==> config.mk <==
export PLATFORM = sky130hd
export DESIGN_NAME = brf_prep
export DESIGN_NICKNAME = d
export VERILOG_FILES = /design/src/hw/rtl/brf_pkg.sv /design/src/hw/rtl/brf_prep.sv
export SDC_FILE = /design/constraint.sdc
export NUM_CORES = 1
export LEC_CHECK = 0
export BUFFER_PORTS_ARGS = -buffer_cell sky130_fd_sc_hd__buf_2
export CAP_MARGIN = 20
export CORE_UTILIZATION = 52
export CTS_CLUSTER_SIZE = 14
export DETAILED_ROUTE_END_ITERATION = 16
export HOLD_SLACK_MARGIN = 0.03
export PLACE_DENSITY = 0.81
export SYNTH_ARGS = -nofsm -noshare
export SYNTH_HDL_FRONTEND = slang
export SYNTH_SLANG_ARGS = --single-unit
==> constraint.sdc <==
create_clock -name clk -period 0.8 [get_ports clk]
set_input_delay 0.08 -clock clk [delete_from_list [all_inputs] [get_ports clk]]
set_output_delay 0.08 -clock clk [all_outputs]
set_load 0.1 [all_outputs]
==> src/hw/rtl/brf_pkg.sv <==
// Shared types and constants for the reflective box fold pipeline.
// Used by brf_prep, brf_rem_stage, brf_fold_post and box_reflect_fold_core.
package brf_pkg;

    localparam int unsigned DATA_W    = 32;
    localparam int unsigned MAG_W     = DATA_W + 1;   // |position - lower| fits here
    localparam int unsigned PERIOD_W  = DATA_W + 1;   // twice the width
    localparam int unsigned MIRROR_W  = DATA_W + 2;   // 2*bound - position
    localparam int unsigned REM_STEPS = MAG_W;        // one remainder bit per stage

    typedef enum logic [2:0] {
        KIND_PASS,
        KIND_BAD,
        KIND_CLAMP,
        KIND_FOLD,
        KIND_MIRROR_LO,
        KIND_MIRROR_HI
    } fold_kind_t;

    // Item as it travels through the remainder stages
    typedef struct packed {
        fold_kind_t                  kind;
        logic signed [DATA_W-1:0]    pos;
        logic signed [DATA_W-1:0]    lo;
        logic signed [DATA_W-1:0]    hi;
        logic        [DATA_W-1:0]    width;
        logic        [PERIOD_W-1:0]  period;
        logic                        neg;
        logic        [MAG_W-1:0]     mag;
        logic        [PERIOD_W-1:0]  rem;
    } rem_item_t;

    // Item ready for the final select
    typedef struct packed {
        fold_kind_t                  kind;
        logic signed [DATA_W-1:0]    pos;
        logic signed [DATA_W-1:0]    lo;
        logic        [PERIOD_W-1:0]  offset;
        logic                        rev;
        logic signed [MIRROR_W-1:0]  mirror;
    } post_item_t;

endpackage

==> src/hw/rtl/brf_prep.sv <==
// Entry stage: classifies the point against the bounds and sets up the remainder.
// Depends on brf_pkg.
module brf_prep (
    input  logic                              clk,
    input  logic                              rst_n,
    input  logic                              en,
    input  logic                              in_valid,
    input  logic signed [31:0]                position,
    input  logic signed [31:0]                lower_bound,
    input  logic signed [31:0]                upper_bound,
    input  logic                              lower_unbounded,
    input  logic                              upper_unbounded,
    output logic                              out_valid,
    output brf_pkg::rem_item_t                out_item
);
    import brf_pkg::*;

    logic                       valid_reg;
    rem_item_t                  item_reg;
    rem_item_t                  item_next;
    logic                       below;
    logic                       above;
    logic signed [MAG_W-1:0]    diff;

    assign below = !lower_unbounded && (position < lower_bound);
    assign above = !upper_unbounded && (position > upper_bound);
    assign diff  = MAG_W'(position) - MAG_W'(lower_bound);

    always_comb
    begin
        item_next        = '0;
        item_next.pos    = position;
        item_next.lo     = lower_bound;
        item_next.hi     = upper_bound;
        item_next.width  = DATA_W'(upper_bound - lower_bound);
        item_next.period = {item_next.width, 1'b0};
        item_next.neg    = diff[MAG_W-1];
        item_next.mag    = diff[MAG_W-1] ? MAG_W'(-diff) : MAG_W'(diff);
        item_next.rem    = '0;
        if (!lower_unbounded && !upper_unbounded)
        begin
            if (lower_bound > upper_bound)
                item_next.kind = KIND_BAD;
            else if (below || above)
                item_next.kind = (lower_bound == upper_bound) ? KIND_CLAMP : KIND_FOLD;
            else
                item_next.kind = KIND_PASS;
        end
        else if (below)
            item_next.kind = KIND_MIRROR_LO;
        else if (above)
            item_next.kind = KIND_MIRROR_HI;
        else
            item_next.kind = KIND_PASS;
    end

    always_ff @(posedge clk or negedge rst_n)
    begin
        if (!rst_n)
            valid_reg <= 1'b0;
        else if (en)
            valid_reg <= in_valid;
    end

    always_ff @(posedge clk)
    begin
        if (en)
            item_reg <= item_next;
    end

    assign out_valid = valid_reg;
    assign out_item  = item_reg;

endmodule

==> impl_metrics.csv, run 1 <==
group,metric,value,unit
clocking,cts_resized,272,
synthesis,synth_edf_count,165,
clocking,clock_path_buffers,2,
clocking,cts_buffers,17,
die,die_x,145,µm
die,die_h,145,µm
outcome,haltStage,"clock tree synthesis (4_1_cts)",
synthesis,synth_area_per_cell,10.9,µm²
synthesis,netlist_area,10600,µm²
clocking,ctsRootBufferMaster,"clkbuf_16",
clocking,post-cts-setup-buffer-count,58,
placed_design,dp_hpwl,39.5,mm
placed_design,place.gp.congestion,1.00,
die,ios,334,
outcome,stop_error,"[ERROR DPL-0038] Utilization greater than 100%, impossible to legalize",
synthesis,synth_cell_types,75,
synthesis,ys_ff_latch,166,
outcome,status,"stopped before the end",
clocking,ctsHoldBuffers,98,
synthesis,yosysSeqAreaShare,0.471,
synthesis,syn_inst,966,
clocking,cts_htree_levels,4,
placed_design,portBuffers,299,
die,num_rows,51,
clocking,cts_sinks,166,
synthesis,async_reset_ff_frac,0.00602,
synthesis,ys.flop_type,"edfxtp_1",
die,initial_core_util,0.536,
synthesis,yosys_warnings,0,
## cells in the mapped netlist, types with 13 or more instances
library cell | n | area [µm²]
a21o_1 | 42 | 315
a21oi_1 | 71 | 355
buf_4 | 66 | 495
edfxtp_1 | 165 | 4950
ha_1 | 98 | 1230
inv_1 | 88 | 330
nand2_1 | 46 | 173
nand4_1 | 13 | 81.3
nor2_1 | 52 | 195
o21ai_0 | 43 | 215
xnor2_1 | 53 | 464
xor2_1 | 31 | 272
## through the flow
step	std cells	setup WS, ps	instance area, µm²	TNS, ps
floorplan	999	-2460	11500	-159960
global placement	1833	-2670	18000	-141120
detailed placement	1833	-2920	18000	-157220
## cell families after synthesis
logic type,share of synthesized area
flops,0.471
mux,0.00107
xor+xnor,0.0722
simple gates,0.0964
buf+inv,0.0844
fa+ha+maj,0.120
compound gates,0.154
other cells,0.000355
==> run 2: changes to the inputs <==
Settings changed: CORE_UTILIZATION 52 to 40, CTS_CLUSTER_SIZE 14 to unset, HOLD_SLACK_MARGIN 0.03 to unset, PLACE_DENSITY 0.81 to unset, PLACE_DENSITY_LB_ADDON set to 0.15.
==> impl_metrics.csv, run 2 <==
group,metric,value,unit
outcome,status,"finished, violations left",
outcome,violations,"negative setup slack",
final_layout,area_growth,103,%
sta,period_minus_slack,3220,ps
synthesis,netlist_area,10600,µm²
sta,layout_setup_ws,-2420,ps
min_path,holdCritPathClass,"primary input to register",
die,num_rows,59,
clocking,clk_pin_slew,70,ps
placed_design,place.gp.congestion,0.907,
synthesis,synth_area_leaders,"edfxtp_1 (47%), ha_1 (12%), buf_4 (4.7%), xnor2_1 (4.4%), a21oi_1 (3.4%)",
final_layout,layout.cells.non_filler,2101,
clocking,cts_buffers,17,
detailed_routing,vias_per_cell,5.51,
detailed_routing,drc,0,
worst_setup_path,cp-end-kind,"register",
clocking,ctsRootBufferMaster,"clkbuf_16",
synthesis,ys_ff_latch,166,
clocking,clock_path_buffers,2,
sta,max_freq,311,MHz
sta,finalSetupViolations,266,
grt,overflow,0,
final_layout,largest_reg_flops,165,
worst_setup_path,crit_required,990,ps
synthesis,async_reset_ff_frac,0.00602,
die,die_h,165,µm
placed_design,dp.cells,1908,
die,die_x,165,µm
worst_setup_path,cp.arrival,3410,ps
power,leakage,9.68,nW
flow_run,cap_viol_max_count,0,
synthesis,yosys_warnings,0,
grt,antenna_found_initial,3,
clocking,cts_sinks,166,
clocking,clk_latency,450,ps
synthesis,synthTopCellsByCount,"edfxtp_1 (165), ha_1 (98), inv_1 (88), a21oi_1 (71), buf_4 (66)",
clocking,cts_htree_levels,4,
worst_setup_path,worst_setup_path_start_kind,"primary input",
die,core_area,26000,µm²
die,ios,334,
detailed_routing,drt-initial-drc-count,864,
synthesis,synth_top_cell_by_area,"edfxtp_1",
placed_design,dp_slack,-2820,ps
sta,fin_setup_tns,-190550,ps
detailed_routing,vias,11567,
sta,worst_pin_slew,555,ps
placed_design,portBuffers,299,
die,initial_core_util,0.407,
detailed_routing,drt-total-wl,46.3,mm
final_layout,final_cell_mix,"buf_4 (364), buf_12 (206), edfxtp_1 (165)",
sta,whs,33.2,ps
grt,first_global_vias,11230,
clocking,cts_tree,"done",
grt,grt_usage,0.302,
final_layout,final_layout_size_suffix_gt1_frac,0.534,
detailed_routing,routedWlPerCell,22.0,µm
grt,grt_max_degree,40,
synthesis,synth_area_per_cell,10.9,µm²
synthesis,yosysMostFrequentCell,"edfxtp_1",
worst_setup_path,critPathMaxFanout,6,
synthesis,syn_inst,966,
detailed_routing,first_pass_iters,5,
worst_setup_path,path_class,"primary input to register",
power,vdd_drop_max,1.91,mV
synthesis,yosysSeqAreaShare,0.471,
die,die-area,27100,µm²
sta,slew_viol_final,0,
synthesis,synth_edf_count,165,
sta,timing.clock.skew,0,ps
final_layout,num-nets-final,1952,
synthesis,synth_cell_types,75,
detailed_routing,ant_nets,0,
grt,grt_pass1_wl,62.1,mm
placed_design,dp_hpwl,28.1,mm
synthesis,netlist.area_leader.share,0.469,
min_path,worst_hold_path.num_cells,2,
sta,rsz0062_at_grt,"yes",
synthesis,ys.flop_type,"edfxtp_1",
sta,min_period_over_period,4.02,
power,powerDensity,2220,nW/µm²
sta,slew_headroom,0.630,
sta,hold_viol,0,
worst_setup_path,reg2regPathDepth,1,
final_layout,layout_commonest_cell,"buf_4",
final_layout,fill_cells,1249,
## run 2: cell counts after synthesis
Identical to the previous run, type by type.
## run 2: layer usage
| layer | share of wire | wire length (µm) | global-route usage |
|---|---|---|---|
| met3 | 0.072 | 3320 | 0.0450 |
| met2 | 0.50 | 23300 | 0.537 |
| met5 | 0 | 0 | 0 |
| met4 | 0.053 | 2450 | 0.113 |
| met1 | 0.37 | 17200 | 0.366 |
## run 2: kinds of logic after synthesis
logic type               after synthesis  share of synthesized area
other                                  1                   0.000355
AO/OA/AOI/OAI                        250                      0.154
adder cells (fa/ha/maj)              100                      0.120
multiplexers                           1                    0.00107
AND/OR/NAND/NOR                      194                     0.0964
XOR/XNOR                              85                     0.0722
flip-flops                           166                      0.471
buffers and inverters                169                     0.0844
## run 2: timing repair
| action | in CTS | in global routing |
|---|---|---|
| pin swaps | 78 | 91 |
| setup endpoints to repair | 266 | 266 |
| hold buffers | 98 | 0 |
| gates resized for setup | 157 | 115 |
| setup buffers | 28 | 42 |
| endpoints found under the hold margin | 97 | 0 |
| cloned | 3 | 1 |
## run 2: per-stage QoR
step	instance area, µm²	power [W]	util
floorplan	11500	0.0273	-
global placement	18100	0.0359	0.697
detailed placement	18100	0.0361	0.697
CTS	20700	0.0460	0.795
global route	21500	0.0488	0.826
finish	21500	0.0477	0.826
## run 2: worst paths after layout
check | start | endpoint | slack (ps)
max | lower_bound[10] | out_item[61] | -2420
max in group asynchronous | rst_n | out_valid | 230
min reg2reg | out_valid | out_valid | 580
min | position[20] | out_item[216] | 30
min in group asynchronous | rst_n | out_valid | 450
max reg2reg | out_valid | out_valid | -50
## run 2: power by group
part           switching, W  internal, W  leakage, nW
Combinational        0.0164       0.0104         7.77
Clock               0.00423      0.00445        0.283
Sequential          0.00121       0.0110         1.62
Total                0.0218       0.0259         9.68
## run 2: final cells by class
cell class	instances	area (µm²)	area share
flip-flops and latches	166	4980	0.232
multi-input cells	664	6110	0.285
clock inverters	14	159	0.00741
repair buffers	813	8960	0.418
inverters	88	383	0.0178
diodes	3	7.51	0.000350
clock buffers	18	429	0.0200
well taps	335	419	0.0195
## run 2: worst max-delay path: stages
cell	delay (ps)
buf_2	100
inv_2	50
ha_1	300
buf_4	160
nand3_1	120
a21oi_1	310
buf_4	190
nor3b_2	50
a311oi_2	250
xor2_1	190
or4_1	590
nand2b_4	210
nor2_4	150
nand4b_4	130
buf_6	150
o31ai_4	270
xnor2_1	110
(Power assumes the default switching activity.)
