[config.mk]
export PLATFORM = sky130hd
export DESIGN_NAME = brf_rem_stage
export DESIGN_NICKNAME = d
export VERILOG_FILES = /design/src/hw/rtl/brf_pkg.sv /design/src/hw/rtl/brf_rem_stage.sv
export SDC_FILE = /design/constraint.sdc
export NUM_CORES = 1
export LEC_CHECK = 0
export ABC_AREA = 1
export BUFFER_PORTS_ARGS = -buffer_cell sky130_fd_sc_hd__buf_2
export CAP_MARGIN = 30
export CORE_AREA = 2 2 184 186
export CTS_CLUSTER_SIZE = 8
export DETAILED_ROUTE_END_ITERATION = 6
export DIE_AREA = 0 0 186 188
export SYNTH_ARGS = -nofsm -noshare
export SYNTH_HDL_FRONTEND = slang
export SYNTH_SLANG_ARGS = --single-unit
[constraint.sdc]
create_clock -name clk -period 1.1 [get_ports clk]
set_input_delay 0.11 -clock clk [delete_from_list [all_inputs] [get_ports clk]]
set_output_delay 0.11 -clock clk [all_outputs]
set_load 0.1 [all_outputs]
[src/hw/rtl/brf_pkg.sv]
// Shared types and constants for the reflective box fold pipeline.
// Used by brf_prep, brf_rem_stage, brf_fold_post and box_reflect_fold_core.
package brf_pkg;

    localparam int unsigned DATA_W    = 32;
    localparam int unsigned MAG_W     = DATA_W + 1;   // |position - lower| fits here
    localparam int unsigned PERIOD_W  = DATA_W + 1;   // twice the width
    localparam int unsigned MIRROR_W  = DATA_W + 2;   // 2*bound - position
    localparam int unsigned REM_STEPS = MAG_W;        // one remainder bit per stage

    typedef enum logic [2:0] {
        KIND_PASS,
        KIND_BAD,
        KIND_CLAMP,
        KIND_FOLD,
        KIND_MIRROR_LO,
        KIND_MIRROR_HI
    } fold_kind_t;

    // Item as it travels through the remainder stages
    typedef struct packed {
        fold_kind_t                  kind;
        logic signed [DATA_W-1:0]    pos;
        logic signed [DATA_W-1:0]    lo;
        logic signed [DATA_W-1:0]    hi;
        logic        [DATA_W-1:0]    width;
        logic        [PERIOD_W-1:0]  period;
        logic                        neg;
        logic        [MAG_W-1:0]     mag;
        logic        [PERIOD_W-1:0]  rem;
    } rem_item_t;

    // Item ready for the final select
    typedef struct packed {
        fold_kind_t                  kind;
        logic signed [DATA_W-1:0]    pos;
        logic signed [DATA_W-1:0]    lo;
        logic        [PERIOD_W-1:0]  offset;
        logic                        rev;
        logic signed [MIRROR_W-1:0]  mirror;
    } post_item_t;

endpackage

[src/hw/rtl/brf_rem_stage.sv]
// One restoring step of the remainder |position - lower| mod period.
// Depends on brf_pkg.
module brf_rem_stage #(
    parameter int unsigned BIT_IDX = 0
) (
    input  logic                 clk,
    input  logic                 rst_n,
    input  logic                 en,
    input  logic                 in_valid,
    input  brf_pkg::rem_item_t   in_item,
    output logic                 out_valid,
    output brf_pkg::rem_item_t   out_item
);
    import brf_pkg::*;

    logic                   valid_reg;
    rem_item_t              item_reg;
    rem_item_t              item_next;
    logic [PERIOD_W:0]      trial;

    // Bring down the next dividend bit, subtract the period if it fits
    assign trial = {in_item.rem, in_item.mag[BIT_IDX]};

    always_comb
    begin
        item_next = in_item;
        if (trial >= {1'b0, in_item.period})
            item_next.rem = PERIOD_W'(trial - {1'b0, in_item.period});
        else
            item_next.rem = PERIOD_W'(trial);
    end

    always_ff @(posedge clk or negedge rst_n)
    begin
        if (!rst_n)
            valid_reg <= 1'b0;
        else if (en)
            valid_reg <= in_valid;
    end

    always_ff @(posedge clk)
    begin
        if (en)
            item_reg <= item_next;
    end

    assign out_valid = valid_reg;
    assign out_item  = item_reg;

endmodule

# After elaboration in Yosys (flattened, before gate mapping)
# Index checks and enable logic that the tools add are counted.
# totals
in_bits,235
wordCells,13
out_inout_bits,232
regBits,232
# op_classes
muxes,1
add_sub_neg,1
n_lt_le_gt_ge,1
# op_table
cell,n
greater-or-equal comparator 34 x 33 -> 1 bit,1
two-way mux 33 bit,1
subtractor 33 bit,1

# Logic depth before layout (Yosys ltp)
# Gate-level depths: netlist of the first run.
# logic_depth
word_depth,2
ltp_mapped,15
ltp_nobuf,15

# Worst setup path before layout of the first run
# No wires, ideal clock.
# synth_path
kind,input to register
startpoint,input port in_item[33] (netlist bit)
endpoint,"register item_reg, in the netlist out_item[25], data pin"
n_path_buf,1
path_slack_ns,-0.660
cell_stages,13
arrival_time_ns,1.508
cell_sequence,inv_1 ha_1 inv_1 fa_1 nand3_1 nand3_2 nand2_1 nand2_2 nand2_4 nand2_8 buf_12 nand3_2 nand2_1
# synth_rtl
item,line,source
"start, declared",brf_rem_stage.sv:10,"input brf_pkg::rem_item_t in_item,"
"end signal, assigned",brf_rem_stage.sv:44,item_reg <= item_next;
"end, declared",brf_rem_stage.sv:17,rem_item_t item_reg;

==> results.tsv, run 1 <==
metric	value	unit
vdd_drop_max	1.21	mV
rows	67	
synthesis.area	10300	µm²
endpoint_kind	flip-flop	
ys_seq_elements	232	
synth.distinct_cells	33	
clk_latency	0.53	ns
routed_wl	46900	µm
hold_ws	0.00333	ns
die_area	35000	µm²
skew	0	ns
syn_nets	1185	
path_clk_slew	0.06	ns
dp_slack	-0.949	ns
routed_via_density	4.54	
syn_inst	916	
fin_cells	2241	
slew_violations	0	
power_leakage	9.97	nW
utilization	0.668	
nNetsFinal	2044	
grt_max_degree	43	
h-tree-depth	2	
io_buffer_count	466	
arrival	1.70	ns
final_area	22100	µm²
yosysSeqAreaShare	0.675	
mostFrequentLayoutCells	buf_12 (243), edfxtp_1 (231), buf_2 (226), nand2_1 (224), dlygate4sd3_1 (224)	
relSlewSlack	0.804	
hold_depth	4	
status	complete, but fails checks	
r2r_cells	1	
grt_overflow	0	
mostFrequentLayoutCell	buf_12	
rr_startpoint	out_valid	
syn_area_per_cell	11.3	µm²
cp_max_fo	6	
place_congestion	0.894	
synthArstFlopShare	0.00431	
reg2reg_to	out_valid	
finalHoldViolCount	0	
synth_ff_type	edfxtp_1	
synth_edf_count	231	
antenna_found_initial	13	
worstHoldStart	in_item[28]	
worstPathRequired	1.38	ns
layout-drive-gt1-share	0.484	
tightest_slew	0.293	ns
powerDensity	1570	nW/µm²
dieHeight	188	µm
r2r_slack	0.29	ns
cts_tree	done	
finalSetupViolCount	265	
timing.max_cap.violations	0	
violations	negative setup slack	
yosysWarnings	0	
timing.fmax	0.704	GHz
grt_pass1_vias	10600	
setup_tns	-44.33	ns
ctsRootBufferMaster	clkbuf_16	
startpoint_type	input pin	
setup_slack	-0.320	ns
num_io_pins	467	
hold_path_end	out_item[29]	
antenna_left	0	
cts_max_path_buffers	3	
min_path_type	input pin to flip-flop	
drc_errors	0	
worstSetupPathType	input pin to flip-flop	
dpl_cell_area	17800	µm²
via_count	10200	
grt_setup_unrepaired	true	
wl_per_cell	20.9	µm
totalPowerFinal	34.8	mW
post-dp-hpwl	32800	µm
cts_buffers	35	
initial_core_util	0.311	
clock_sinks	232	
first_iter_violations	576	
grt_pass1_wl	66700	µm
dr.pass1.iters	5	
die_w	186	µm
period_needed	1.42	ns
dpl.cell_count	1938	
design.core.area	33100	µm²
grtUsageTotal	0.262	
fin_crit_sh	1.29	
area_growth	115	%
-- report_power, final --
part | internal (mW) | total, mW | switching (mW)
Combinational | 5.08 | 13.5 | 8.39
Clock | 5.96 | 9.93 | 3.97
Sequential | 10.7 | 11.4 | 0.707
Total | 21.8 | 34.8 | 13.1
-- worst max-delay path, cell delays in order --
cell and delay (ns):
buf_2 0.12, ha_4 0.23, a21o_1 0.18, nand2_1 0.07, nand2_1 0.06, a21oi_2 0.13
nand2_2 0.09, nor2_4 0.27, nand2_8 0.14, clkbuf_16 0.19, nand3_2 0.05, nand2_1 0.04
-- registers in the layout, summed over array words and instances, names as in the netlist --
signal	flops
out_item	231
out_valid	1
-- final cells by class --
class                           count  area [µm²]
Antenna cell                        6        15.0
Clock buffer                       45         945
Clock inverter                      4        33.8
Fill cell                        2252       11000
Inverter                          161         636
Multi-Input combinational cell    515        3590
Sequential cell                   232        6960
Tap cell                          448         561
Timing Repair Buffer              830        9380
-- Yosys cell counts (3+ instances only) --
cell type  count  area share
a21oi_1       21       0.010
and2_1         5      0.0030
buf_2          6      0.0029
edfxtp_1     231        0.67
ha_1          33       0.040
inv_1        149       0.054
inv_2         10      0.0036
nand2_1      288        0.10
nand2_2        7      0.0042
nand3_1       56       0.027
nand3_2       16       0.016
nand3b_1       9      0.0066
nand4_1        3      0.0018
nor2_1        37       0.013
nor2_2         3      0.0018
nor3_1         8      0.0039
nor3_2         3      0.0029
xor2_1        13       0.011
-- timing repair --
action	in CTS	in global routing
pin swaps	16	33
hold buffers	223	1
cloned	3	1
buffers inserted	13	7
resized for setup	96	113
setup endpoints to repair	265	265
endpoints found under the hold margin	233	1
-- layer usage --
layer / GRT usage / vias up / part of all wire
met2: 0.452 / 457 / 0.50
met5: 0 / - / 0.0021
li1: - / 4738 / -
met4: 0.112 / 14 / 0.046
met1: 0.306 / 4839 / 0.38
met3: 0.0654 / 123 / 0.071
-- how the worst max path moves through the flow --
stage | slack, ns | startpoint | to | cells after the start
after floorplan | -0.56 | in_item[33] | out_item[28] | 13
after global placement | -0.93 | in_item[88] | out_item[23] | 13
after detailed placement | -0.95 | in_item[33] | out_item[32] | 15
after CTS | -0.29 | in_item[33] | out_item[28] | 14
after global routing | -0.37 | in_item[80] | out_item[23] | 16
final | -0.32 | in_item[30] | out_item[17] | 12
-- cells by family (layout without fill, tap and decap cells) --
family                     count (synthesis)  count (layout)  share of synthesized area
AOI/OAI and AO/OA                         24              24                     0.0121
xor gates and xnor gates                  14              14                     0.0119
adders and majority gates                 34              34                     0.0420
buffers and inverters                    170            1040                     0.0660
DFF                                      232             232                      0.675
muxes                                      1               1                    0.00109
other                                      0               6                          0
and+or+nand+nor                          441             442                      0.191
(Power assumes the default switching activity.)
==> run 2, diff against run 1 <==
--- a/config.mk
+++ b/config.mk
@@ -12,6 +12,7 @@
 export CTS_CLUSTER_SIZE = 8
 export DETAILED_ROUTE_END_ITERATION = 6
 export DIE_AREA = 0 0 186 188
+export REMOVE_ABC_BUFFERS = 1
 export SYNTH_ARGS = -nofsm -noshare
 export SYNTH_HDL_FRONTEND = slang
 export SYNTH_SLANG_ARGS = --single-unit
==> results.tsv, run 2 (synthesis results as in run 1) <==
metric	value	unit
timing.max_cap.violations	0	
path_clk_slew	0.05	ns
area_growth	114	%
grtUsageTotal	0.267	
period_needed	1.56	ns
grt_overflow	0	
mostFrequentLayoutCells	buf_12 (246), nand2_1 (242), buf_2 (232), edfxtp_1 (231), dlygate4sd3_1 (220)	
r2r_slack	0.19	ns
antenna_left	0	
first_iter_violations	562	
reg2reg_to	out_valid	
totalPowerFinal	34.6	mW
fin_crit_sh	1.42	
status	complete, but fails checks	
vdd_drop_max	1.06	mV
violations	negative setup slack	
dr.pass1.iters	6	
grt_pass1_vias	10700	
nNetsFinal	2070	
power_leakage	10.1	nW
cts_tree	done	
grt_pass1_wl	68300	µm
powerDensity	1570	nW/µm²
skew	0	ns
die_area	35000	µm²
startpoint_type	input pin	
post-dp-hpwl	32700	µm
tightest_slew	0.311	ns
cts_max_path_buffers	3	
routed_wl	47700	µm
drc_errors	0	
min_path_type	input pin to flip-flop	
routed_via_density	4.50	
arrival	1.82	ns
slew_violations	0	
design.core.area	33100	µm²
worstPathRequired	1.36	ns
timing.fmax	0.642	GHz
rr_startpoint	out_valid	
grt_setup_unrepaired	true	
worstHoldStart	in_item[31]	
num_io_pins	467	
ctsRootBufferMaster	clkbuf_16	
finalSetupViolCount	265	
largest_reg_flops	231	
die_w	186	µm
final_area	22000	µm²
rows	67	
place_congestion	0.899	
relSlewSlack	0.793	
endpoint_kind	flip-flop	
initial_core_util	0.311	
grt_max_degree	52	
cp_max_fo	7	
finalHoldViolCount	0	
layout-drive-gt1-share	0.457	
dieHeight	188	µm
hold_path_end	out_item[32]	
hold_depth	4	
worstSetupPathType	input pin to flip-flop	
mostFrequentLayoutCell	buf_12	
setup_tns	-43.62	ns
r2r_cells	2	
wl_per_cell	21.0	µm
dpl_cell_area	17800	µm²
io_buffer_count	466	
clk_latency	0.49	ns
clock_sinks	232	
hold_ws	0.0253	ns
h-tree-depth	2	
cts_buffers	35	
antenna_found_initial	9	
setup_slack	-0.457	ns
via_count	10200	
run 2: cell count changes in the layout (fill, tap and decap cells not counted), moves of 8 or more:
cell,delta
nand2_1,+18
nand2_2,-15
nor2_1,+10
nor2_2,-8
inv_1,+22
inv_2,-16
buf_4,+27
run 2: per-stage QoR:
stage          utilization  cells  setup slack, ns
3_5_place_dp         0.538   1959            -1.01
4_1_cts              0.659   2253           -0.337
5_1_grt              0.665   2264           -0.480
3_3_place_gp         0.538   1959           -0.993
6_report             0.666   2270           -0.457
2_1_floorplan            -    907           -0.971
run 2: how the worst max path moves through the flow:
stage / startpoint / end / slack, ns / cells after the start
after detailed placement: in_item[33] / out_item[28] / -1.01 / 15
final: in_item[33] / out_item[2] / -0.46 / 15
after global routing: in_item[33] / out_item[23] / -0.48 / 15
after global placement: in_item[33] / out_item[15] / -0.99 / 14
after CTS: in_item[33] / out_item[32] / -0.34 / 15
after floorplan: in_item[95] / out_item[0] / -0.97 / 12
run 2: per-layer routing:
layer / wire length [µm] / track usage / vias to the layer above
met5: 0 / 0 / -
met4: 2830 / 0.149 / 0
met3: 3790 / 0.0668 / 132
met2: 23100 / 0.450 / 459
met1: 17900 / 0.307 / 4828
li1: - / - / 4799
run 2: worst max-delay path, cell delays in order:
cell,delay [ns]
buf_8,0.10
inv_4,0.05
ha_4,0.12
inv_4,0.03
fa_2,0.42
nand3_2,0.10
nand3_2,0.10
nand2_2,0.12
nand2_4,0.07
nand2_4,0.07
buf_12,0.11
nand2_8,0.11
clkbuf_16,0.20
nand3_2,0.05
nand2_1,0.06
run 2: where the power goes:
group / internal, mW / total (mW) / switching (mW) / leakage, nW
combinational: 5.12 / 13.5 / 8.40 / 7.33
clock: 5.85 / 9.70 / 3.84 / 0.468
sequential: 10.7 / 11.4 / 0.703 / 2.27
total: 21.7 / 34.6 / 12.9 / 10.1
run 2: final cells by class:
type	instances	area [µm²]
diodes	12	30.0
clock buffers	42	923
clock inverters	4	33.8
fillers	2372	11100
inverters	161	611
multi-input cells	514	3340
flip-flops and latches	232	6960
well taps	448	561
repair buffers	857	9580
run 2: timing repair:
action | 4_1_cts | 5_1_grt
pin swaps | 8 | 17
resized for setup | 105 | 40
hold buffers | 220 | 0
hold endpoints to repair | 227 | 0
cloned | 2 | 2
endpoints found under the setup margin | 265 | 265
buffers inserted | 26 | 3
