$ cat config.mk
export PLATFORM = sky130hd
export DESIGN_NAME = brf_fold_post
export DESIGN_NICKNAME = d
export VERILOG_FILES = /design/src/hw/rtl/brf_pkg.sv /design/src/hw/rtl/brf_fold_post.sv
export SDC_FILE = /design/constraint.sdc
export NUM_CORES = 1
export LEC_CHECK = 0
export ABC_AREA = 1
export CAP_MARGIN = 20
export CORE_ASPECT_RATIO = 0.9
export CORE_MARGIN = 5
export CORE_UTILIZATION = 45
export CTS_CLUSTER_DIAMETER = 80
export DETAILED_ROUTE_END_ITERATION = 8
export DONT_BUFFER_PORTS = 1
export PLACE_DENSITY = 0.62
export SETUP_SLACK_MARGIN = 0.1
export SYNTH_ARGS = -nofsm -noshare
export SYNTH_HDL_FRONTEND = slang
export SYNTH_SLANG_ARGS = --single-unit
$ cat constraint.sdc
create_clock -name clk -period 2.8 [get_ports clk]
set_input_delay 0.28 -clock clk [delete_from_list [all_inputs] [get_ports clk]]
set_output_delay 0.28 -clock clk [all_outputs]
set_load 0.005 [all_outputs]
$ cat src/hw/rtl/brf_pkg.sv
// Shared types and constants for the reflective box fold pipeline.
// Used by brf_prep, brf_rem_stage, brf_fold_post and box_reflect_fold_core.
package brf_pkg;

    localparam int unsigned DATA_W    = 32;
    localparam int unsigned MAG_W     = DATA_W + 1;   // |position - lower| fits here
    localparam int unsigned PERIOD_W  = DATA_W + 1;   // twice the width
    localparam int unsigned MIRROR_W  = DATA_W + 2;   // 2*bound - position
    localparam int unsigned REM_STEPS = MAG_W;        // one remainder bit per stage

    typedef enum logic [2:0] {
        KIND_PASS,
        KIND_BAD,
        KIND_CLAMP,
        KIND_FOLD,
        KIND_MIRROR_LO,
        KIND_MIRROR_HI
    } fold_kind_t;

    // Item as it travels through the remainder stages
    typedef struct packed {
        fold_kind_t                  kind;
        logic signed [DATA_W-1:0]    pos;
        logic signed [DATA_W-1:0]    lo;
        logic signed [DATA_W-1:0]    hi;
        logic        [DATA_W-1:0]    width;
        logic        [PERIOD_W-1:0]  period;
        logic                        neg;
        logic        [MAG_W-1:0]     mag;
        logic        [PERIOD_W-1:0]  rem;
    } rem_item_t;

    // Item ready for the final select
    typedef struct packed {
        fold_kind_t                  kind;
        logic signed [DATA_W-1:0]    pos;
        logic signed [DATA_W-1:0]    lo;
        logic        [PERIOD_W-1:0]  offset;
        logic                        rev;
        logic signed [MIRROR_W-1:0]  mirror;
    } post_item_t;

endpackage

$ cat src/hw/rtl/brf_fold_post.sv
// Two stages after the remainder: sign fix-up, then mirror about the upper bound.
// Also forms 2*bound - position for the one-sided cases. Depends on brf_pkg.
module brf_fold_post (
    input  logic                 clk,
    input  logic                 rst_n,
    input  logic                 en,
    input  logic                 in_valid,
    input  brf_pkg::rem_item_t   in_item,
    output logic                 out_valid,
    output brf_pkg::post_item_t  out_item
);
    import brf_pkg::*;

    logic                        fix_valid_reg;
    rem_item_t                   fix_item_reg;
    rem_item_t                   fix_item_next;
    logic                        valid_reg;
    post_item_t                  item_reg;
    post_item_t                  item_next;
    logic signed [MIRROR_W-1:0]  twice_bound;

    // Negative offset: nonzero remainder wraps to period - rem
    always_comb
    begin
        fix_item_next = in_item;
        if (in_item.neg && (in_item.rem != '0))
            fix_item_next.rem = in_item.period - in_item.rem;
    end

    always_comb
    begin
        if (fix_item_reg.kind == KIND_MIRROR_LO)
            twice_bound = {fix_item_reg.lo[DATA_W-1], fix_item_reg.lo, 1'b0};
        else
            twice_bound = {fix_item_reg.hi[DATA_W-1], fix_item_reg.hi, 1'b0};
        item_next        = '0;
        item_next.kind   = fix_item_reg.kind;
        item_next.pos    = fix_item_reg.pos;
        item_next.lo     = fix_item_reg.lo;
        item_next.mirror = twice_bound - MIRROR_W'(fix_item_reg.pos);
        if (fix_item_reg.rem > {1'b0, fix_item_reg.width})
        begin
            item_next.offset = fix_item_reg.period - fix_item_reg.rem;
            item_next.rev    = 1'b1;
        end
        else
        begin
            item_next.offset = fix_item_reg.rem;
            item_next.rev    = 1'b0;
        end
    end

    always_ff @(posedge clk or negedge rst_n)
    begin
        if (!rst_n)
        begin
            fix_valid_reg <= 1'b0;
            valid_reg     <= 1'b0;
        end
        else if (en)
        begin
            fix_valid_reg <= in_valid;
            valid_reg     <= fix_valid_reg;
        end
    end

    always_ff @(posedge clk)
    begin
        if (en)
        begin
            fix_item_reg <= fix_item_next;
            item_reg     <= item_next;
        end
    end

    assign out_valid = valid_reg;
    assign out_item  = item_reg;

endmodule

# After elaboration in Yosys (flattened, before gate mapping)
# Index checks and enable logic that the tools add are counted.
# word_totals
in_bits	235
word_cells	25
reg_bits	334
# op_classes
n_reduce_logical	2
addsub	3
n_lt_le_gt_ge	1
n_mux	3
eq_ne	1
# op_table
cell	count
$mux W34	2
$sub A33 B33 Y33	2
$sub A34 B32 Y34	1
$gt A33 B32 Y1	1
$mux W33	1
$reduce_bool A33 Y1	1
$eq A3 B3 Y1 const B	1
$logic_and A1 B1 Y1	1

# Logic depth before layout (Yosys ltp)
# Gate-level depths: netlist (run 1).
# logic_depth
ltp_word	3
depth_mapped	18
ltp_nobuf	17

# Worst setup path after synthesis (run 1)
# OpenSTA, ideal clock, no wires.
# synth_timing
kind	reg2reg
startpoint	register fix_item_reg[230] (netlist bit)
endpoint	register item_reg, in the netlist out_item[21] (data pin)
path_slack_ps	84
stages_incl_launch_ff	13
arrival_time_ps	2464
path_buffers	1
path_cell_list	edfxtp_1 > nand2_1 > buf_1 > mux2_2 > ha_1 > a21oi_1 > nand2_1 > a21boi_0 > o21ai_1 > nand2_1 > nand2_1 > nand2_1 > nand2_1
# synth_lines
element	line_no	rtl
from (decl)	brf_fold_post.sv:15	rem_item_t fix_item_reg;
from (signal assigned)	brf_fold_post.sv:71	fix_item_reg <= fix_item_next;
to (signal assigned)	brf_fold_post.sv:72	item_reg <= item_next;
to (decl)	brf_fold_post.sv:18	post_item_t item_reg;

==> flow_metrics.tcl, run 1 <==
set metrics [dict create \
    outcome "finished, violations left" \
    violations "hold timing" \
    total_power_mw 15.6 \
    ant_nets 0 \
    setup_violations 0 \
    crit_required_ns 3.13 \
    synth_edf_count 331 \
    yosys.area.top_type_share_pct 51.2 \
    vdd_drop_max_mv 0.442 \
    cts_tree "yes" \
    cp.arrival_ns 3.07 \
    crit_path_cell_trace "nor2_2 -> nand2_4 -> buf_12 -> buf_4 -> mux2_2 -> ha_4 -> a21oi_4 -> o21ai_1 -> a21oi_2 -> nor2_1 -> nor2_1 -> nand2_1 -> nand2_1 -> nand2_1" \
    grt_first_pass_wirelength_um 87500 \
    finalMaxSlewViolations 0 \
    cpMaxStageDelayCell "edfxtp_1" \
    switchingPower_mw 4.91 \
    cp-start-kind "flip-flop" \
    drc_errors 0 \
    drv_cap 0 \
    drt_iter0_markers 1151 \
    p_int_mw 10.7 \
    fin_hold_ws_ns -0.148 \
    grt_start_max_net_pins 336 \
    fill_cells 3662 \
    grt_pass1_vias 15200 \
    cts_sinks 333 \
    synth-simple-area-share_pct 22.4 \
    overflow 0 \
    crit_family "simple AND/OR/NAND/NOR gates" \
    cts_hold_buf 198 \
    post-route-period-util_pct 97.7 \
    die_y_um 207 \
    wire_per_inst_um 19.0 \
    num_rows 72 \
    slowest_delay_ns 0.40 \
    synthTopCellsByArea "edfxtp_1 51%, nand2_1 15%, ha_1 8.2%" \
    fmax_mhz 366 \
    grt_setup_unrepaired "yes" \
    largest_reg_flops 197 \
    areaGrowthSynthToFinish_pct 26.9 \
    die_x_um 229 \
    start_util_pct 45.4 \
    max-slew-margin-rel_pct 20.8 \
    hold_viol_final 43 \
    layout.area.seq_um2 9990 \
    antenna_cells 0 \
    clock_power_share_pct 31.4 \
    antenna_found_initial 0 \
    netlist_instances 2221 \
    cp-end-kind "flip-flop" \
    yosys.area.top_type "edfxtp_1" \
    multi_input_area_um2 8730 \
    async_flop_share_pct 0.601 \
    cts_made_buffers 38 \
    clk_path_buf_depth 3 \
    syn_avg_cell_area_um2 8.75 \
    p_sw_share_pct 31.5 \
    hold_class "in -> reg" \
    grt_usage_pct 23.5 \
    io_pins 371 \
    die_area_um2 47400 \
    path_buf_inv 2 \
    synth_compound_area_share_pct 5.19 \
    coreArea_um2 42800 \
    portBuffers 0 \
    period_needed_ns 2.73 \
    synth_seq_area_share_pct 51.4 \
    clockRootBuffer "clkbuf_16" \
    layout-drive-gt1-share_pct 12.6 \
    clock_latency_ns 0.57 \
    fin_skew_ns 0.0259 \
    synth-xor-area-share_pct 2.34 \
    crit_type "reg -> reg" \
    powerDensity_nw_per_um2 632 \
    synth_flop_cell "edfxtp_1" \
    synth.most_common_cell "nand2_1" \
    synth_fp_nets 2587 \
    place_hpwl_um 43900 \
    final_nets 2871 \
    yosysUniqueCellTypes 41 \
    synth-adder-area-share_pct 8.55 \
    yosys_warnings 0 \
    fin_setup_tns_ns 0 \
    leakage_nw 11.4 \
    p_comb_share_pct 26.2 \
    via_per_inst 5.11 \
    ys_seq_elements 333 \
    utilization_pct 57.6 \
    cts.htree.levels 2 \
    crit_top_cell "nand2_1" \
    synth_top_family_by_area "simple AND/OR/NAND/NOR gates" \
    route.vias.total 15800 \
    tightestPinTransition_ns 1.19 \
    dr.pass1.iters 6 \
    synth.area.mux_share_pct 1.80 \
    seq_power_share_pct 42.4 \
    wl_um 58600 \
    clk_pin_slew_ns 0.06 \
    gp_congestion 0.973 \
    synth_common_cells "760 x nand2_1, 394 x inv_1, 331 x edfxtp_1" \
    syn_area_um2 19400 \
    crit_fanout 15 \
]
## cells in the final DEF (no fill, tap or decap), types with 5 or more instances in the layout
cell type,Yosys,routed
buf_4,4,59
xor2_1,33,33
o21ai_1,5,15
nand2_2,5,25
o21ai_2,0,12
nor2_1,146,120
a21o_1,6,6
a21oi_4,1,11
a21oi_2,1,34
nor3_1,13,12
nand3_1,99,96
ha_4,0,26
a21oi_1,109,66
inv_1,394,392
inv_2,4,6
nand4_1,17,17
dlygate4sd3_1,0,198
o21ai_0,48,23
edfxtp_1,331,331
nor2_4,3,16
xnor2_1,19,19
ha_1,128,98
o21bai_1,9,9
clkbuf_1,2,8
nand2_4,1,6
mux2_2,31,28
clkbuf_16,0,40
nand2_1,760,735
nor2_2,3,16
nand3b_1,13,13
o21a_1,5,5
## cells by family (layout without fill, tap and decap cells)
logic type,Yosys count,in the layout
AND/OR/NAND/NOR,1072,1072
AO/OA/AOI/OAI,187,187
buffers and inverters,415,728
multiplexers,31,31
flip-flops,333,333
adder cells (fa/ha/maj),131,131
XOR/XNOR,52,52
## per-layer routing
| metal | global-route usage [%] | share of wire, % | vias up |
|---|---|---|---|
| met5 | 0 | 0 | - |
| li1 | - | - | 7763 |
| met4 | 6.24 | 2.7 | 0 |
| met3 | 4.70 | 7.3 | 97 |
| met1 | 33.2 | 45 | 7324 |
| met2 | 37.4 | 45 | 589 |
## area by class of cell
type	count	share of cell area, %
sequential	333	40.5
multi-input combinational	1473	35.4
timing repair buffer	261	10.2
inverter	398	6.06
clock buffer	47	4.08
tap	555	2.82
clock inverter	22	0.868
## power by group through the flow
stage | clock (mW) | sequential (mW) | combinational [mW]
detailed placement | 0 | 6.71 | 3.25
global route | 5.20 | 6.64 | 4.52
global placement | 0 | 6.70 | 3.21
finish | 4.89 | 6.60 | 4.08
CTS | 4.97 | 6.60 | 3.65
floorplan | 0 | 6.48 | 2.32
## worst paths after layout
path	from	to	slack [ns]	cells after the start
worst max-delay path	fix_item_reg[229]	out_item[30]	0.07	14
worst min-delay path	en	fix_item_reg[67]	-0.15	0
worst max register to register	fix_item_reg[229]	out_item[30]	0.07	14
worst min register to register	fix_item_reg[174]	out_item[78]	0.45	0
max in group asynchronous	rst_n	fix_valid_reg	2.15	2
min in group asynchronous	rst_n	out_valid	0.51	2
## through the flow
| step | setup slack [ns] | std cells | cell area (um^2) | hold slack (ns) |
|---|---|---|---|---|
| final | 0.0656 | 3089 | 24600 | -0.148 |
| after global routing | -0.0982 | 3089 | 24600 | -0.186 |
| after CTS | 0.0707 | 3079 | 23900 | -0.172 |
| after detailed placement | -0.0688 | 2810 | 20400 | -0.0155 |
| after global placement | 0.00248 | 2810 | 20400 | -0.0155 |
| after floorplan | 0.222 | 2221 | 19400 | -0.0156 |
## repair_timing
item | CTS | global route
hold endpoints to repair | 527 | 159
gates cloned | 1 | 1
resized for setup | 82 | 140
endpoints found under the setup margin | 22 | 25
setup buffers | 1 | 9
pin swaps | 7 | 24
Note: power is estimated with default switching activity, not from simulation.
==> inputs of run 2 (changes only) <==
- GPL_TIMING_DRIVEN: unset -> 0
==> run 2 against run 1 <==
  * The flow still finishes with violations (hold timing)
  * Sequential cell count unchanged
  * Final area is 1.4% lower
  * Fmax is 0.28% higher
  * Combinational power is 4% lower
  * Die area is the same
  * Hold slack improved by 0.023 ns
  * Critical path depth is the same
  * Critical path type unchanged
  * Largest cell class unchanged
  * Largest power group unchanged
  * Highest routed layer unchanged
==> flow_metrics.tcl, run 2 (same netlist as run 1, synthesis figures left out) <==
set metrics [dict create \
    grt_pass1_vias 15300 \
    drc_errors 0 \
    reg2reg_to "out_item[25]" \
    cts_made_buffers 38 \
    cp-start-kind "flip-flop" \
    fin_skew_ns 0.0350 \
    tightestPinTransition_ns 0.544 \
    coreArea_um2 42800 \
    post-place-ws_ns -0.481 \
    wire_per_inst_um 18.9 \
    max-slew-margin-rel_pct 63.3 \
    violations "hold timing" \
    clk_pin_slew_ns 0.06 \
    drv_cap 0 \
    cts_hold_buf 199 \
    io_pins 371 \
    clock_latency_ns 0.56 \
    layout-drive-gt1-share_pct 11.4 \
    largest_reg_flops 197 \
    cp-end-kind "flip-flop" \
    portBuffers 0 \
    crit_top_cell "nand2_1" \
    setup_violations 0 \
    worst_slack_ns 0.0733 \
    vdd_drop_max_mv 0.472 \
    worstReg2RegStart "fix_item_reg[228]" \
    cts_sinks 333 \
    hold_class "in -> reg" \
    period_needed_ns 2.73 \
    layout_common_cells "739 x nand2_1, 392 x inv_1, 331 x edfxtp_1" \
    fmax_mhz 367 \
    cpMaxStageDelayCell "edfxtp_1" \
    crit_required_ns 3.10 \
    die_x_um 229 \
    setup.worst_path.start "fix_item_reg[228]" \
    clk_path_buf_depth 3 \
    route.vias.total 15800 \
    antenna_cells 0 \
    cts.htree.levels 2 \
    grt_usage_pct 23.3 \
    cp.arrival_ns 3.03 \
    antenna_found_initial 0 \
    finalMaxSlewViolations 0 \
    drt_iter0_markers 1136 \
    crit_end "out_item[25]" \
    crit_type "reg -> reg" \
    start_util_pct 45.4 \
    crit_path_cell_trace "nor2_2 -> nand2_4 -> buf_8 -> mux2_2 -> ha_4 -> nand2_1 -> o21ai_1 -> nand2_1 -> nand2_1 -> nand2_1 -> nand3_4 -> nand2_1 -> nand3_1 -> nand2_1" \
    fin_hold_ws_ns -0.125 \
    outcome "finished, violations left" \
    final_nets 2850 \
    via_per_inst 5.16 \
    gp_congestion 0.957 \
    hold_viol_final 34 \
    leakage_nw 11.2 \
    place_hpwl_um 43800 \
    die_y_um 207 \
    grt_first_pass_wirelength_um 87300 \
    grt_setup_unrepaired "yes" \
    areaGrowthSynthToFinish_pct 25.1 \
    dr.pass1.iters 6 \
    overflow 0 \
    wl_um 57900 \
    cts_tree "yes" \
    layout_commonest_cell "nand2_1" \
    num_rows 72 \
    grt_start_max_net_pins 336 \
    utilization_pct 56.8 \
    powerDensity_nw_per_um2 626 \
    post-route-period-util_pct 97.4 \
    crit_fanout 10 \
    die_area_um2 47400 \
    r2r_slack_ns 0.07 \
    clockRootBuffer "clkbuf_16" \
    r2r_cells 14 \
    slowest_delay_ns 0.42 \
    ant_nets 0 \
]
run 2: what timing repair did:
action                                 in CTS  in global routing
gates resized for setup                    91                115
setup endpoints to repair                  27                 23
endpoints found under the hold margin     528                243
gates cloned                                0                  0
setup buffers                              12                 12
pin swaps                                  11                 13
run 2: worst min-delay path by stage:
| stage | cells after the start | slack, ns | to | startpoint |
|---|---|---|---|---|
| after floorplan | 0 | -0.02 | fix_valid_reg | rst_n |
| after global placement | 0 | -0.02 | out_valid | rst_n |
| after detailed placement | 0 | -0.02 | fix_valid_reg | rst_n |
| after CTS | 0 | -0.15 | fix_item_reg[117] | en |
| after global routing | 0 | -0.15 | fix_item_reg[67] | en |
| final | 0 | -0.12 | fix_item_reg[67] | en |
run 2: layout make-up:
cell class | count | area, um^2
Buffer | 17 | 146
Clock buffer | 43 | 970
Clock inverter | 26 | 209
Fill cell | 3612 | 18500
Inverter | 398 | 1490
Multi-Input combinational cell | 1473 | 8630
Sequential cell | 333 | 9990
Tap cell | 555 | 694
Timing Repair Buffer | 223 | 2170
run 2: where the power goes:
group          internal, mW  switching, mW  leakage (nW)
registers              6.20          0.384          3.27
logic                  1.56           2.37          7.33
clock network          2.71           2.00         0.582
run 2: worst max-delay path: cells and delay by family, from the launching register on:
family,cells,cell delay (ns)
buf+inv,1,0.16
flops,1,0.42
mux,1,0.30
simple gates,10,1.05
fa+ha+maj,1,0.31
compound gates,1,0.21
run 2: stage by stage:
| stage | power [mW] | setup TNS, ns | cell area [um^2] | cells | hold WS [ns] |
|---|---|---|---|---|---|
| after global routing | 16.1 | -0.101 | 24300 | 3068 | -0.154 |
| after detailed placement | 9.81 | -7.46 | 20100 | 2776 | -0.0155 |
| after floorplan | 8.79 | 0 | 19400 | 2221 | -0.0156 |
| final | 15.2 | 0 | 24300 | 3068 | -0.125 |
| after CTS | 15.0 | 0 | 23700 | 3056 | -0.154 |
| after global placement | 9.77 | -7.21 | 20100 | 2776 | -0.0155 |
run 2: routing by layer:
metal  part of all wire, %  vias up  GRT usage [%]
met1                    44     7357           32.0
met5                     0        -              0
met3                   7.1      127           4.42
met2                    46      620           38.0
met4                   3.2        0           7.05
li1                      -     7725              -
==> inputs of run 3 (changes only) <==
- ABC_AREA: 1 -> unset
==> run 3 against run 2 <==
  * The run ends with hold timing, setup timing left
  * Fmax is 25% lower
  * Final area is 5.3% lower
  * Non-clock buffer count is 63 higher
  * Sequential cell count stayed put
  * Via count is 21% lower
  * Routed wire length is 14% lower
==> flow_metrics.tcl, run 3 <==
set metrics [dict create \
    die_x_um 216 \
    syn_avg_cell_area_um2 12.2 \
    crit_top_cell "buf_6" \
    leakage_nw 9.16 \
    crit_end "out_item[26]" \
    grt_first_pass_wirelength_um 73900 \
    layout_common_cells "331 x edfxtp_1, 201 x dlygate4sd3_1, 140 x inv_1" \
    grt_start_max_net_pins 334 \
    cp.arrival_ns 3.94 \
    wl_um 50000 \
    synth.most_common_cell "edfxtp_1" \
    worstReg2RegStart "fix_item_reg[228]" \
    num_rows 67 \
    layout_commonest_cell "edfxtp_1" \
    start_util_pct 45.8 \
    finalMaxSlewViolations 0 \
    tightestPinTransition_ns 1.15 \
    setup_violations 34 \
    layout.area.seq_um2 9990 \
    r2r_cells 15 \
    crit_path_cell_trace "nor3b_4 -> buf_6 -> clkbuf_16 -> mux2_4 -> ha_4 -> nor2b_4 -> o31a_1 -> o2111ai_4 -> a21oi_4 -> o311ai_4 -> a211o_1 -> buf_6 -> o211ai_1 -> a21oi_1 -> xnor2_1" \
    cp-end-kind "flip-flop" \
    clock_latency_ns 0.56 \
    ys_seq_elements 333 \
    fin_skew_ns 0.0233 \
    antenna_found_initial 2 \
    synth_flop_cell "edfxtp_1" \
    slowest_delay_ns 0.42 \
    synth_seq_area_share_pct 58.4 \
    path_buf_inv 3 \
    portBuffers 0 \
    max-slew-margin-rel_pct 23.0 \
    hold_class "in -> reg" \
    reg2reg_to "out_item[26]" \
    dr.pass1.iters 5 \
    cp.depth 15 \
    via_per_inst 5.62 \
    ant_nets 0 \
    layout-drive-gt1-share_pct 20.7 \
    grt_usage_pct 22.6 \
    overflow 0 \
    crit_fanout 5 \
    cpMaxStageDelayCell "edfxtp_1" \
    clk_path_buf_depth 3 \
    async_flop_share_pct 0.601 \
    fmax_mhz 274 \
    yosys.area.top_type "edfxtp_1" \
    cts_sinks 333 \
    powerDensity_nw_per_um2 673 \
    grt_pass1_vias 12400 \
    post-place-ws_ns -1.21 \
    fill_cells 2833 \
    crit_required_ns 3.09 \
    violations "hold timing, setup timing" \
    crit_family "compound AO/OA/AOI/OAI gates" \
    setup.worst_path.start "fix_item_reg[228]" \
    yosysUniqueCellTypes 63 \
    hold_viol_final 10 \
    r2r_slack_ns -0.85 \
    drc_errors 0 \
    synth_fp_nets 1771 \
    yosys.area.top_type_share_pct 58.1 \
    largest_reg_flops 197 \
    cp-start-kind "flip-flop" \
    cts_tree "yes" \
    wire_per_inst_um 22.4 \
    coreArea_um2 37400 \
    drv_cap 0 \
    multi_input_area_um2 7720 \
    outcome "finished, violations left" \
    final_nets 2084 \
    worst_slack_ns -0.851 \
    netlist_instances 1405 \
    synth_common_cells "331 x edfxtp_1, 150 x inv_1, 128 x ha_1" \
    clk_pin_slew_ns 0.06 \
    gp_congestion 0.917 \
    cts.htree.levels 2 \
    fin_hold_ws_ns -0.133 \
    place_hpwl_um 32900 \
    period_needed_ns 3.65 \
    post-route-period-util_pct 130 \
    grt_setup_unrepaired "yes" \
    cts_hold_buf 201 \
    total_power_mw 15.5 \
    die_area_um2 42000 \
    yosys_warnings 0 \
    syn_area_um2 17100 \
    clockRootBuffer "clkbuf_16" \
    cts_made_buffers 38 \
    vdd_drop_max_mv 0.599 \
    areaGrowthSynthToFinish_pct 34.6 \
    crit_type "reg -> reg" \
    die_y_um 195 \
    route.vias.total 12500 \
    io_pins 371 \
    drt_iter0_markers 1001 \
    synthTopCellsByArea "edfxtp_1 58%, ha_1 9.4%, inv_1 3.3%" \
    synth_edf_count 331 \
]
==> run 3: where the power goes <==
group / internal (mW) / leakage [nW] / total, mW / switching, mW
sequential: 6.24 / 3.26 / 6.60 / 0.365
combinational: 1.85 / 5.29 / 3.85 / 2.01
clock: 2.99 / 0.611 / 5.06 / 2.07
total: 11.1 / 9.16 / 15.5 / 4.44
==> run 3: what timing repair did <==
| item | 4_1_cts | 5_1_grt |
|---|---|---|
| pin swaps | 59 | 65 |
| setup buffers | 43 | 30 |
| gates cloned | 4 | 1 |
| gates resized for setup | 171 | 105 |
| setup endpoints to repair | 92 | 73 |
| hold endpoints to repair | 531 | 226 |
==> run 3: layout make-up <==
class	instances	share of cell area, %
clock buffers	46	4.26
well taps	483	2.62
multi-input cells	892	33.5
inverters	150	2.44
flip-flops and latches	333	43.4
clock inverters	23	1.18
repair buffers	274	11.6
diodes	1	0.0109
plain buffers	29	1.04
==> run 3: kinds of logic after synthesis <==
logic type      Yosys count  share of synthesized area (%)
fa+ha+maj               131                           9.71
simple gates            286                           8.07
mux                      44                           2.82
buf+inv                 180                           3.97
xor+xnor                 80                           4.09
compound gates          351                           13.0
flops                   333                           58.4
==> run 3: metal layers <==
layer	up-vias	global-route usage, %	part of all wire, %
met1	6151	30.2	43
met4	0	7.28	3.2
li1	5829	-	-
met5	-	0	0
met3	99	5.57	7.2
met2	468	36.6	47
==> run 3: worst min-delay path by stage <==
stage | from | end | slack, ns | cells after the start
global route | en | out_item[102] | -0.18 | 0
detailed placement | rst_n | out_valid | -0.02 | 0
finish | en | fix_item_reg[198] | -0.13 | 0
global placement | rst_n | fix_valid_reg | -0.02 | 0
CTS | en | fix_item_reg[201] | -0.17 | 0
floorplan | rst_n | fix_valid_reg | -0.02 | 0
==> run 3: metrics by stage <==
step	hold slack [ns]	instance area, um^2	utilization (%)	instances	TNS, ns
floorplan	-0.0156	17400	-	1405	-4.91
global placement	-0.0155	18000	48.1	1888	-54.92
detailed placement	-0.0155	18000	48.1	1888	-55.51
CTS	-0.170	22400	59.9	2205	-13.95
global route	-0.179	23000	61.6	2231	-18.03
finish	-0.133	23000	61.6	2231	-14.13
